[config.mk]
export PLATFORM = sky130hd
export DESIGN_NAME = binary_to_ascii_decimal_unit
export DESIGN_NICKNAME = d
export VERILOG_FILES = /design/src/hw/rtl/bta_pkg.sv /design/src/hw/rtl/bta_digit_cell.sv /design/src/hw/rtl/bta_emit.sv /design/src/hw/rtl/binary_to_ascii_decimal_unit.sv
export SDC_FILE = /design/constraint.sdc
export NUM_CORES = 1
export LEC_CHECK = 0
export CAP_MARGIN = 25
export CORE_MARGIN = 1
export CORE_UTILIZATION = 29
export CTS_BUF_LIST = sky130_fd_sc_hd__clkbuf_16
export DETAILED_ROUTE_END_ITERATION = 8
export DONT_BUFFER_PORTS = 1
export PLACE_DENSITY = 0.47
export RECOVER_POWER = 100
export SYNTH_ARGS = -nofsm -noshare
export SYNTH_HDL_FRONTEND = slang
export SYNTH_SLANG_ARGS = --single-unit
[constraint.sdc]
create_clock -name i_clk -period 7 [get_ports i_clk]
set_clock_uncertainty 0.2 [all_clocks]
set_input_delay 1.75 -clock i_clk [delete_from_list [all_inputs] [get_ports i_clk]]
set_output_delay 1.75 -clock i_clk [all_outputs]
set_load 0.005 [all_outputs]
[src/hw/rtl/bta_pkg.sv]
`timescale 1ns / 1ps

package bta_pkg;

    localparam int VALUE_W     = 32;
    localparam int CONV_STEPS  = 4;
    localparam int CONV_CYCLES = VALUE_W / CONV_STEPS;
    localparam int CNT_W       = $clog2(CONV_CYCLES);

    localparam logic [7:0] CHAR_ZERO  = 8'h30;
    localparam logic [7:0] CHAR_DOT   = 8'h2E;
    localparam logic [7:0] CHAR_MINUS = 8'h2D;
    localparam logic [7:0] CHAR_PLUS  = 8'h2B;

    typedef struct packed {
        logic [VALUE_W-1:0] value;
        logic               is_signed;
        logic [3:0]         min_digits;
        logic [3:0]         frac_digits;
    } t_in_req;

    typedef struct packed {
        logic [7:0] character;
        logic       last;
    } t_out_req;

    typedef struct packed {
        logic       negative;
        logic       is_signed;
        logic [3:0] min_digits;
        logic [3:0] frac_digits;
    } t_fmt;

    typedef enum logic [2:0] {
        EMIT_IDLE,
        EMIT_SIGN,
        EMIT_DOT,
        EMIT_DIGIT,
        EMIT_ZERO
    } t_emit_state;

endpackage

[src/hw/rtl/bta_digit_cell.sv]
`timescale 1ns / 1ps

module bta_digit_cell (
    input  logic                            i_clk,
    input  logic                            i_clear,
    input  logic                            i_step,
    input  logic [bta_pkg::CONV_STEPS-1:0]  i_cin,
    output logic [bta_pkg::CONV_STEPS-1:0]  o_cout,
    output logic [3:0]                      o_digit
);

    logic [3:0] r_digit;
    logic [3:0] n_digit;

    always_comb begin
        logic [3:0] v;
        v = r_digit;
        for (int s = 0; s < bta_pkg::CONV_STEPS; s++) begin
            if (v >= 4'd5) begin
                v = v + 4'd3;
            end
            o_cout[s] = v[3];
            v = {v[2:0], i_cin[s]};
        end
        n_digit = v;
    end

    always_ff @(posedge i_clk) begin
        if (i_clear) begin
            r_digit <= 4'd0;
        end else if (i_step) begin
            r_digit <= n_digit;
        end
    end

    assign o_digit = r_digit;

endmodule

[src/hw/rtl/bta_emit.sv]
`timescale 1ns / 1ps

module bta_emit #(
    parameter int DIGITS = 10
) (
    input  logic              i_clk,
    input  logic              i_rst_n,
    input  logic              i_ld_valid,
    output logic              o_ld_ready,
    input  bta_pkg::t_fmt     i_fmt,
    input  logic [3:0]        i_digits [DIGITS],
    output logic              o_valid,
    input  logic              i_ready,
    output bta_pkg::t_out_req o_data
);

    localparam int POS_W = $clog2(DIGITS + 1);
    localparam int CW    = (POS_W > 4) ? POS_W : 4;

    bta_pkg::t_emit_state r_state, n_state;
    logic [POS_W-1:0]     r_pos, n_pos;
    logic [3:0]           r_dig [DIGITS];
    logic                 r_neg;
    logic [3:0]           r_frac;

    logic [POS_W-1:0]     w_start;
    logic [3:0]           w_cur;
    logic                 w_take;
    logic                 w_done;
    logic                 w_load;

    always_comb begin
        logic [POS_W-1:0] hi;
        logic [POS_W-1:0] md;
        logic [POS_W-1:0] fd;
        hi = '0;
        for (int k = 0; k < DIGITS; k++) begin
            if (i_digits[k] != 4'd0) begin
                hi = POS_W'(k + 1);
            end
        end
        md = (CW'(i_fmt.min_digits) > CW'(DIGITS)) ? POS_W'(DIGITS)
                                                    : POS_W'(i_fmt.min_digits);
        fd = (CW'(i_fmt.frac_digits) > CW'(DIGITS)) ? POS_W'(DIGITS)
                                                     : POS_W'(i_fmt.frac_digits);
        w_start = hi;
        if (md > w_start) begin
            w_start = md;
        end
        if (fd > w_start) begin
            w_start = fd;
        end
    end

    always_comb begin
        w_cur = 4'd0;
        for (int k = 0; k < DIGITS; k++) begin
            if (r_pos == POS_W'(k + 1)) begin
                w_cur = r_dig[k];
            end
        end
    end

    always_comb begin
        o_valid          = (r_state != bta_pkg::EMIT_IDLE);
        o_data.character = bta_pkg::CHAR_ZERO;
        o_data.last      = 1'b0;
        unique case (r_state)
            bta_pkg::EMIT_IDLE: begin
                o_data.character = bta_pkg::CHAR_ZERO;
                o_data.last      = 1'b0;
            end
            bta_pkg::EMIT_SIGN: begin
                o_data.character = r_neg ? bta_pkg::CHAR_MINUS : bta_pkg::CHAR_PLUS;
                o_data.last      = (r_pos == '0);
            end
            bta_pkg::EMIT_DOT: begin
                o_data.character = bta_pkg::CHAR_DOT;
                o_data.last      = 1'b0;
            end
            bta_pkg::EMIT_DIGIT: begin
                o_data.character = bta_pkg::CHAR_ZERO + {4'd0, w_cur};
                o_data.last      = (r_pos == POS_W'(1));
            end
            bta_pkg::EMIT_ZERO: begin
                o_data.character = bta_pkg::CHAR_ZERO;
                o_data.last      = 1'b1;
            end
            default: begin
                o_data.character = bta_pkg::CHAR_ZERO;
                o_data.last      = 1'b0;
            end
        endcase
        w_take     = o_valid && i_ready;
        w_done     = w_take && o_data.last;
        o_ld_ready = (r_state == bta_pkg::EMIT_IDLE) || w_done;
        w_load     = i_ld_valid && o_ld_ready;
    end

    always_comb begin
        logic [POS_W-1:0] pos_dn;
        pos_dn  = r_pos - POS_W'(1);
        n_state = r_state;
        n_pos   = r_pos;
        priority if (w_load) begin
            n_pos = w_start;
            priority if (i_fmt.is_signed) begin
                n_state = bta_pkg::EMIT_SIGN;
            end else if (w_start == '0) begin
                n_state = bta_pkg::EMIT_ZERO;
            end else if (CW'(w_start) == CW'(i_fmt.frac_digits)) begin
                n_state = bta_pkg::EMIT_DOT;
            end else begin
                n_state = bta_pkg::EMIT_DIGIT;
            end
        end else if (w_done) begin
            n_state = bta_pkg::EMIT_IDLE;
        end else if (w_take) begin
            unique case (r_state)
                bta_pkg::EMIT_SIGN: begin
                    n_state = (CW'(r_pos) == CW'(r_frac)) ? bta_pkg::EMIT_DOT
                                                          : bta_pkg::EMIT_DIGIT;
                end
                bta_pkg::EMIT_DOT: begin
                    n_state = bta_pkg::EMIT_DIGIT;
                end
                bta_pkg::EMIT_DIGIT: begin
                    n_pos   = pos_dn;
                    n_state = (CW'(pos_dn) == CW'(r_frac)) ? bta_pkg::EMIT_DOT
                                                           : bta_pkg::EMIT_DIGIT;
                end
                bta_pkg::EMIT_IDLE,
                bta_pkg::EMIT_ZERO: begin
                    n_state = r_state;
                end
                default: begin
                    n_state = bta_pkg::EMIT_IDLE;
                end
            endcase
        end else begin
            n_state = r_state;
        end
    end

    always_ff @(posedge i_clk) begin
        if (!i_rst_n) begin
            r_state <= bta_pkg::EMIT_IDLE;
        end else begin
            r_state <= n_state;
        end
    end

    always_ff @(posedge i_clk) begin
        r_pos <= n_pos;
        if (w_load) begin
            r_dig  <= i_digits;
            r_neg  <= i_fmt.negative;
            r_frac <= i_fmt.frac_digits;
        end
    end

endmodule

[src/hw/rtl/binary_to_ascii_decimal_unit.sv]
`timescale 1ns / 1ps

// Channel  Valid    Ready    Payload  Moves
// in       i_valid  o_ready  i_data   one number request (value, mode, widths)
// out      o_valid  i_ready  o_data   one ASCII character, last on the final one
//
// A request is converted by a row of BCD digit cells, 4 bits per cycle.
// Characters leave one per cycle while i_ready is high, as the next request converts.
// Each request yields 1 to 12 characters.
// Synchronous reset clears control only; there is no clearing pass.
// A stalled output holds its character; a finished conversion waits, with o_ready low.

module binary_to_ascii_decimal_unit #(
    parameter int DIGITS = 10
) (
    input  logic              i_clk,
    input  logic              i_rst_n,
    input  logic              i_valid,
    output logic              o_ready,
    input  bta_pkg::t_in_req  i_data,
    output logic              o_valid,
    input  logic              i_ready,
    output bta_pkg::t_out_req o_data
);

    logic                         r_busy, n_busy;
    logic                         r_full, n_full;
    logic [bta_pkg::CNT_W-1:0]    r_cnt, n_cnt;
    logic [bta_pkg::VALUE_W-1:0]  r_mag;
    bta_pkg::t_fmt                r_fmt;

    logic                         w_accept;
    logic                         w_ld_ready;
    logic                         w_hand;
    logic                         w_neg;
    logic [bta_pkg::VALUE_W-1:0]  w_mag;

    logic [bta_pkg::CONV_STEPS-1:0] w_link  [DIGITS];
    logic [3:0]                     w_digit [DIGITS];

    assign w_hand   = r_full && w_ld_ready;
    assign o_ready  = !r_busy && (!r_full || w_hand);
    assign w_accept = i_valid && o_ready;

    assign w_neg = i_data.is_signed && i_data.value[bta_pkg::VALUE_W-1];
    assign w_mag = w_neg ? (~i_data.value + bta_pkg::VALUE_W'(1)) : i_data.value;

    always_comb begin
        n_busy = r_busy;
        n_full = r_full;
        n_cnt  = r_cnt;
        if (w_hand) begin
            n_full = 1'b0;
        end
        if (w_accept) begin
            n_busy = 1'b1;
            n_cnt  = '0;
        end else if (r_busy) begin
            n_cnt = r_cnt + bta_pkg::CNT_W'(1);
            if (r_cnt == bta_pkg::CNT_W'(bta_pkg::CONV_CYCLES - 1)) begin
                n_busy = 1'b0;
                n_full = 1'b1;
            end
        end
    end

    always_ff @(posedge i_clk) begin
        if (!i_rst_n) begin
            r_busy <= 1'b0;
            r_full <= 1'b0;
            r_cnt  <= '0;
        end else begin
            r_busy <= n_busy;
            r_full <= n_full;
            r_cnt  <= n_cnt;
        end
    end

    always_ff @(posedge i_clk) begin
        if (w_accept) begin
            r_mag           <= w_mag;
            r_fmt.negative    <= w_neg;
            r_fmt.is_signed   <= i_data.is_signed;
            r_fmt.min_digits  <= i_data.min_digits;
            r_fmt.frac_digits <= i_data.frac_digits;
        end else if (r_busy) begin
            r_mag <= r_mag << bta_pkg::CONV_STEPS;
        end
    end

    for (genvar s = 0; s < bta_pkg::CONV_STEPS; s++) begin : g_feed
        assign w_link[0][s] = r_mag[bta_pkg::VALUE_W-1-s];
    end

    for (genvar k = 0; k < DIGITS; k++) begin : g_cell
        if (k < DIGITS - 1) begin : g_mid
            bta_digit_cell u_cell (
                .i_clk   (i_clk),
                .i_clear (w_accept),
                .i_step  (r_busy),
                .i_cin   (w_link[k]),
                .o_cout  (w_link[k+1]),
                .o_digit (w_digit[k])
            );
        end else begin : g_top
            bta_digit_cell u_cell (
                .i_clk   (i_clk),
                .i_clear (w_accept),
                .i_step  (r_busy),
                .i_cin   (w_link[k]),
                .o_cout  (),
                .o_digit (w_digit[k])
            );
        end
    end

    bta_emit #(
        .DIGITS (DIGITS)
    ) u_emit (
        .i_clk      (i_clk),
        .i_rst_n    (i_rst_n),
        .i_ld_valid (r_full),
        .o_ld_ready (w_ld_ready),
        .i_fmt      (r_fmt),
        .i_digits   (w_digit),
        .o_valid    (o_valid),
        .i_ready    (i_ready),
        .o_data     (o_data)
    );

endmodule

==> flow_summary.ini, run 1 <==
[placed_design]
portBuffers = 0
dp_hpwl_um = 23220
gp_congestion = 0.8291

[yosys]
synth_ff_type = edfxtp_1
async_flop_share_pct = 0
yosysSeqAreaShare_pct = 30.77
avgSynthCellArea_um2 = 8.624
synthDistinctLibCells = 92
synth_seq_cells = 139
synth.top_cell.area_share_pct = 22.76
yosys.area.top_type = edfxtp_1
synth_edf_count = 91
synthesis.area_um2 = 12010
syn_inst = 1392
ys_warn_count = 0
ys_top_cells_by_area = edfxtp_1 (23%), ha_1 (9.9%), dfxtp_1 (8.0%)

[final_layout]
final_common_cell = nand2_1
layout_common_cells = nand2_1 (158), inv_1 (100), ha_1 (95)
fin_nets = 1506
syn2layout_area_growth_pct = 7.566
drive_gt1_share_pct = 5.801
diodes = 0

[cts]
cts_resized = 0
clk_pin_slew_ns = 0.06
clock_latency_ns = 0.44
postCtsHoldBufs = 0
cts_setup_buffers = 0
numCtsBuffers = 17
clock_tree.root_cell = clkbuf_16
cts_tree = yes
htree_levels = 4
cts_max_path_buffers = 2
cts_num_sinks = 139

[global_routing]
grt_max_degree = 48
grt_pass1_vias = 9420
grt_use_total_pct = 14.94
grt_pass1_wl_um = 49700
overflow = 0
antenna_found_initial = 1

[floorplan]
initial_core_util_pct = 29.40
die_width_um = 205.5
dieArea_um2 = 42220
die_y_um = 205.5
core_area_um2 = 40830
rows = 74
pin_count = 56

[critical_path]
crit_path_start_kind = flop
end_kind = flop
slowest_stage = a221oi_1
crit_buf_inv = 3
crit_chain = inv_1, ha_1, nand2b_1, a211oi_1, or2_0, ha_1, nor2b_1, o21bai_1, a221oi_1, xor2_1, inv_1, ha_1, nand2b_1, nor3b_1, mux2_1, nor2_1, xor2_1, inv_1, ha_1, nand2b_1, a311oi_1, mux2i_1, o22ai_1
worst-r2r-setup-slack_ns = 0.94
critPathRequiredTime_ns = 7.03
critPathArrivalTime_ns = 6.09
cp_common_cell = ha_1
max_stage_delay_ns = 0.57
critical_path_class = reg -> reg
crit_fanout = 9
path_delay_family = compound AO/OA/AOI/OAI gates

[outcome]
outcome = complete, but fails checks
violations = capacitance limit, slew limit

[min_path]
min-delay-path-class = reg -> reg

[sta]
slew_violations = 154
tightest_slew_ns = 2.279
finalSetupViolCount = 0
max_slew_margin_pct = -51.90
hold_viol = 0
rsz0062_at_grt = no
min_period_ns = 6.057
finalCritPeriodShare_pct = 86.54
fmax_mhz = 165.1
final.setup.tns_ns = 0

[detailed_routing]
drt_wl_total_um = 30640
drc = 0
vias = 9970
ant_nets = 0
vias_per_cell = 5.217
wl_per_cell_um = 16.03
first_pass_iters = 5
drt_first_iter_violations = 368

[run]
drv_cap = 4
synthesized netlist by cell type (all sizes together) (32+ instances only):
| cell type | number |
|---|---|
| xor2 | 38 |
| clkbuf | 35 |
| a21oi | 59 |
| and2 | 32 |
| nor2 | 73 |
| o21ai | 97 |
| xnor2 | 33 |
| mux2i | 44 |
| dfxtp | 48 |
| edfxtp | 91 |
| inv | 100 |
| nand2 | 158 |
| ha | 95 |
flip-flops by register name (all words and copies together), names as in the netlist:
| register | flops |
|---|---|
| u_emit.r_dig | 40 |
| g_cell.g_mid.u_cell.o_digit | 36 |
| r_mag | 32 |
| r_fmt | 10 |
| g_cell.g_top.u_cell.o_digit | 4 |
| u_emit.r_frac | 4 |
| u_emit.r_pos | 4 |
| r_cnt | 3 |
| u_emit.r_state | 3 |
| r_busy | 1 |
| r_full | 1 |
| u_emit.r_neg | 1 |
per-layer routing:
layer / share of wire, % / wire, um / global-route usage (%) / vias up
li1: - / - / - / 5038
met1: 49 / 15020 / 19.94 / 4741
met2: 46 / 14000 / 24.34 / 166
met3: 4.0 / 1229 / 2.835 / 25
met4: 1.3 / 389 / 4.312 / 0
met5: 0 / 0 / 0 / -
cells by family (layout without fill, tap and decap cells):
family | after synthesis | after routing | synth area share (%)
other | 2 | 3 | 0.06256
multiplexers | 58 | 58 | 5.044
AO/OA/AOI/OAI | 396 | 396 | 23.23
XOR/XNOR | 71 | 71 | 5.242
buffers and inverters | 155 | 141 | 5.138
flip-flops | 139 | 139 | 30.77
AND/OR/NAND/NOR | 476 | 476 | 20.62
adder cells (fa/ha/maj) | 95 | 95 | 9.901
worst paths after layout:
check | from | end | cells after the start
hold reg to reg | r_fmt[9] | u_emit.r_neg | 0
setup / recovery | g_cell[3].g_mid.u_cell.o_digit[1] | g_cell[3].g_mid.u_cell.o_digit[2] | 23
setup reg to reg | g_cell[3].g_mid.u_cell.o_digit[1] | g_cell[3].g_mid.u_cell.o_digit[2] | 23
hold / removal | r_fmt[9] | u_emit.r_neg | 0
stage by stage:
stage          hold WS [ns]  utilization, %  setup slack (ns)  cell area (um2)  instances
2_1_floorplan        0.2003               -             2.022            12010       1393
5_1_grt              0.2865           31.63            0.4289            12910       1911
4_1_cts              0.2720           31.90             1.315            13020       1911
3_5_place_dp         0.2640           30.64             1.341            12510       1879
3_3_place_gp         0.2454           30.59             1.461            12490       1878
6_report             0.2642           31.63            0.9425            12910       1911
layout make-up:
class,instances,area [um2]
fill,4288,27920
multi-input combinational,1099,7622
sequential,139,3694
tap,532,665.6
clock buffer,17,425.4
inverter,101,379.1
clock inverter,15,86.33
timing repair buffer,8,41.29
Power of run 1 is not shown: default switching activity piles up to over one toggle a cycle in this logic, so the estimate is an artifact.
==> run 2: changes to the inputs <==
Settings changed: ABC_AREA set to 1, CORE_UTILIZATION 29 to 35, PLACE_DENSITY 0.47 to 0.53.
==> run 2 against run 1 <==
  * Routed wire length decreased by 14%
  * Die area decreased by 21%
  * Worst hold slack got worse by 0.032 ns
  * The run still ends with capacitance limit, slew limit left
  * Worst setup slack improved by 1.1 ns
  * Critical path depth shrank 12
==> flow_summary.ini, run 2 <==
[critical_path]
path_delay_family = buffers and inverters
critPathRequiredTime_ns = 7.14
crit_buf_inv = 4
slowest_stage = clkinvlp_2
critical_path_class = in -> reg
crit_path_start_kind = input port
cp_common_cell = nand2_1
max_stage_delay_ns = 1.01
crit_fanout = 71
end_kind = flop
crit_chain = nand2_2, nand2_1, nor2_1, clkinv_1, nand2_1, inv_1, nand2_4, clkinvlp_2, nor2_8, inv_4, o21ai_0
critPathArrivalTime_ns = 5.06

[global_routing]
overflow = 0
grt_use_total_pct = 16.39
grt_pass1_vias = 9093
grt_pass1_wl_um = 43600
grt_max_degree = 72
antenna_found_initial = 0

[yosys]
synthDistinctLibCells = 51
avgSynthCellArea_um2 = 7.211
async_flop_share_pct = 0
synth_seq_cells = 139
synth_common_cells = nand2_1 (403), inv_1 (228), nor2_1 (133)
yosys.area.top_type = edfxtp_1
synth.most_common_cell = nand2_1
synth.top_cell.area_share_pct = 24.07
synth_ff_type = edfxtp_1
yosysSeqAreaShare_pct = 32.54
ys_top_cells_by_area = edfxtp_1 (24%), nand2_1 (13%), ha_1 (10%)
syn_inst = 1574
synth_edf_count = 91
synthesis.area_um2 = 11350
ys_warn_count = 0

[cts]
cts_num_sinks = 139
clock_latency_ns = 0.43
clock_tree.root_cell = clkbuf_16
cts_setup_buffers = 0
clk_pin_slew_ns = 0.06
cts_tree = yes
cts_resized = 0
numCtsBuffers = 17
cts_max_path_buffers = 2
htree_levels = 4
postCtsHoldBufs = 0

[sta]
rsz0062_at_grt = no
final.setup.tns_ns = 0
slew_violations = 48
max_slew_margin_pct = -68.95
hold_viol = 0
fmax_mhz = 203.2
finalCritPeriodShare_pct = 70.30
finalSetupViolCount = 0
tightest_slew_ns = 2.534
min_period_ns = 4.921

[detailed_routing]
vias = 9578
ant_nets = 0
first_pass_iters = 5
wl_per_cell_um = 13.18
vias_per_cell = 4.815
drt_wl_total_um = 26210
drt_first_iter_violations = 461
drc = 0

[final_layout]
drive_gt1_share_pct = 10.27
top_register = u_emit.r_dig
layout_common_cells = nand2_1 (405), inv_1 (230), nor2_1 (134)
syn2layout_area_growth_pct = 7.815
largest_reg_flops = 40
diodes = 0
final_common_cell = nand2_1
fin_nets = 1714

[outcome]
violations = capacitance limit, slew limit
outcome = complete, but fails checks

[placed_design]
portBuffers = 0
dp_hpwl_um = 20200
gp_congestion = 0.8411

[run]
drv_cap = 1

[floorplan]
core_area_um2 = 31720
dieArea_um2 = 33150
pin_count = 56
die_width_um = 182.1
initial_core_util_pct = 35.79
rows = 65
die_y_um = 182.1

[min_path]
min-delay-path-class = reg -> reg
[run 2: logic make-up after synthesis]
logic type,Yosys count,synth area share (%)
AO/OA/AOI/OAI,242,12.73
XOR/XNOR,60,5.225
adder cells (fa/ha/maj),95,10.47
buffers and inverters,285,9.711
flip-flops,139,32.54
other,2,0.06616
AND/OR/NAND/NOR,751,29.25
[run 2: layout make-up]
type	count	area [um2]
inverters	262	987.2
clock inverters	15	123.9
repair buffers	3	18.77
flip-flops and latches	139	3695
multi-input cells	1151	6485
well taps	402	503.0
clock buffers	17	425.4
fillers	3393	19480
[run 2: metrics by stage]
stage          worst slack (ns)  hold WS, ns  instance area (um2)  std cells  util, %
3_3_place_gp              2.683       0.2075                11770       1957    37.10
2_1_floorplan             2.913       0.2003                11350       1575        -
5_1_grt                   1.620       0.2477                12240       1989    38.58
3_5_place_dp              2.563       0.2190                11770       1957    37.10
4_1_cts                   2.477       0.2349                12320       1989    38.83
6_report                  2.079       0.2325                12240       1989    38.58
[run 2: metal layers]
metal	global-route usage, %	part of all wire, %	routed length [um]
met2	29.13	48	12510
met1	20.27	46	12140
met4	4.672	1.9	489
met3	2.774	4.1	1077
met5	0	0	0
[run 2: worst paths after layout]
check                                                  startpoint                                 to  slack [ns]  depth (start not counted)
worst min-delay path            g_cell[5].g_mid.u_cell.o_digit[3]                   u_emit.r_dig[19]        0.23                          0
worst min register to register  g_cell[5].g_mid.u_cell.o_digit[3]                   u_emit.r_dig[19]        0.23                          0
worst max register to register                    u_emit.r_pos[1]  g_cell[0].g_mid.u_cell.o_digit[3]        2.12                         17
worst max-delay path                                      i_ready  g_cell[0].g_mid.u_cell.o_digit[3]        2.08                         11
[run 2: worst register-to-register path, delay by kind of cell (launching register included)]
| kind | cells | cell delay, ns |
|---|---|---|
| AOI/OAI and AO/OA | 2 | 0.49 |
| adders and majority gates | 1 | 0.19 |
| buffers and inverters | 6 | 1.71 |
| DFF | 1 | 0.42 |
| and+or+nand+nor | 8 | 1.79 |
Power of run 2 is left out for the same reason.
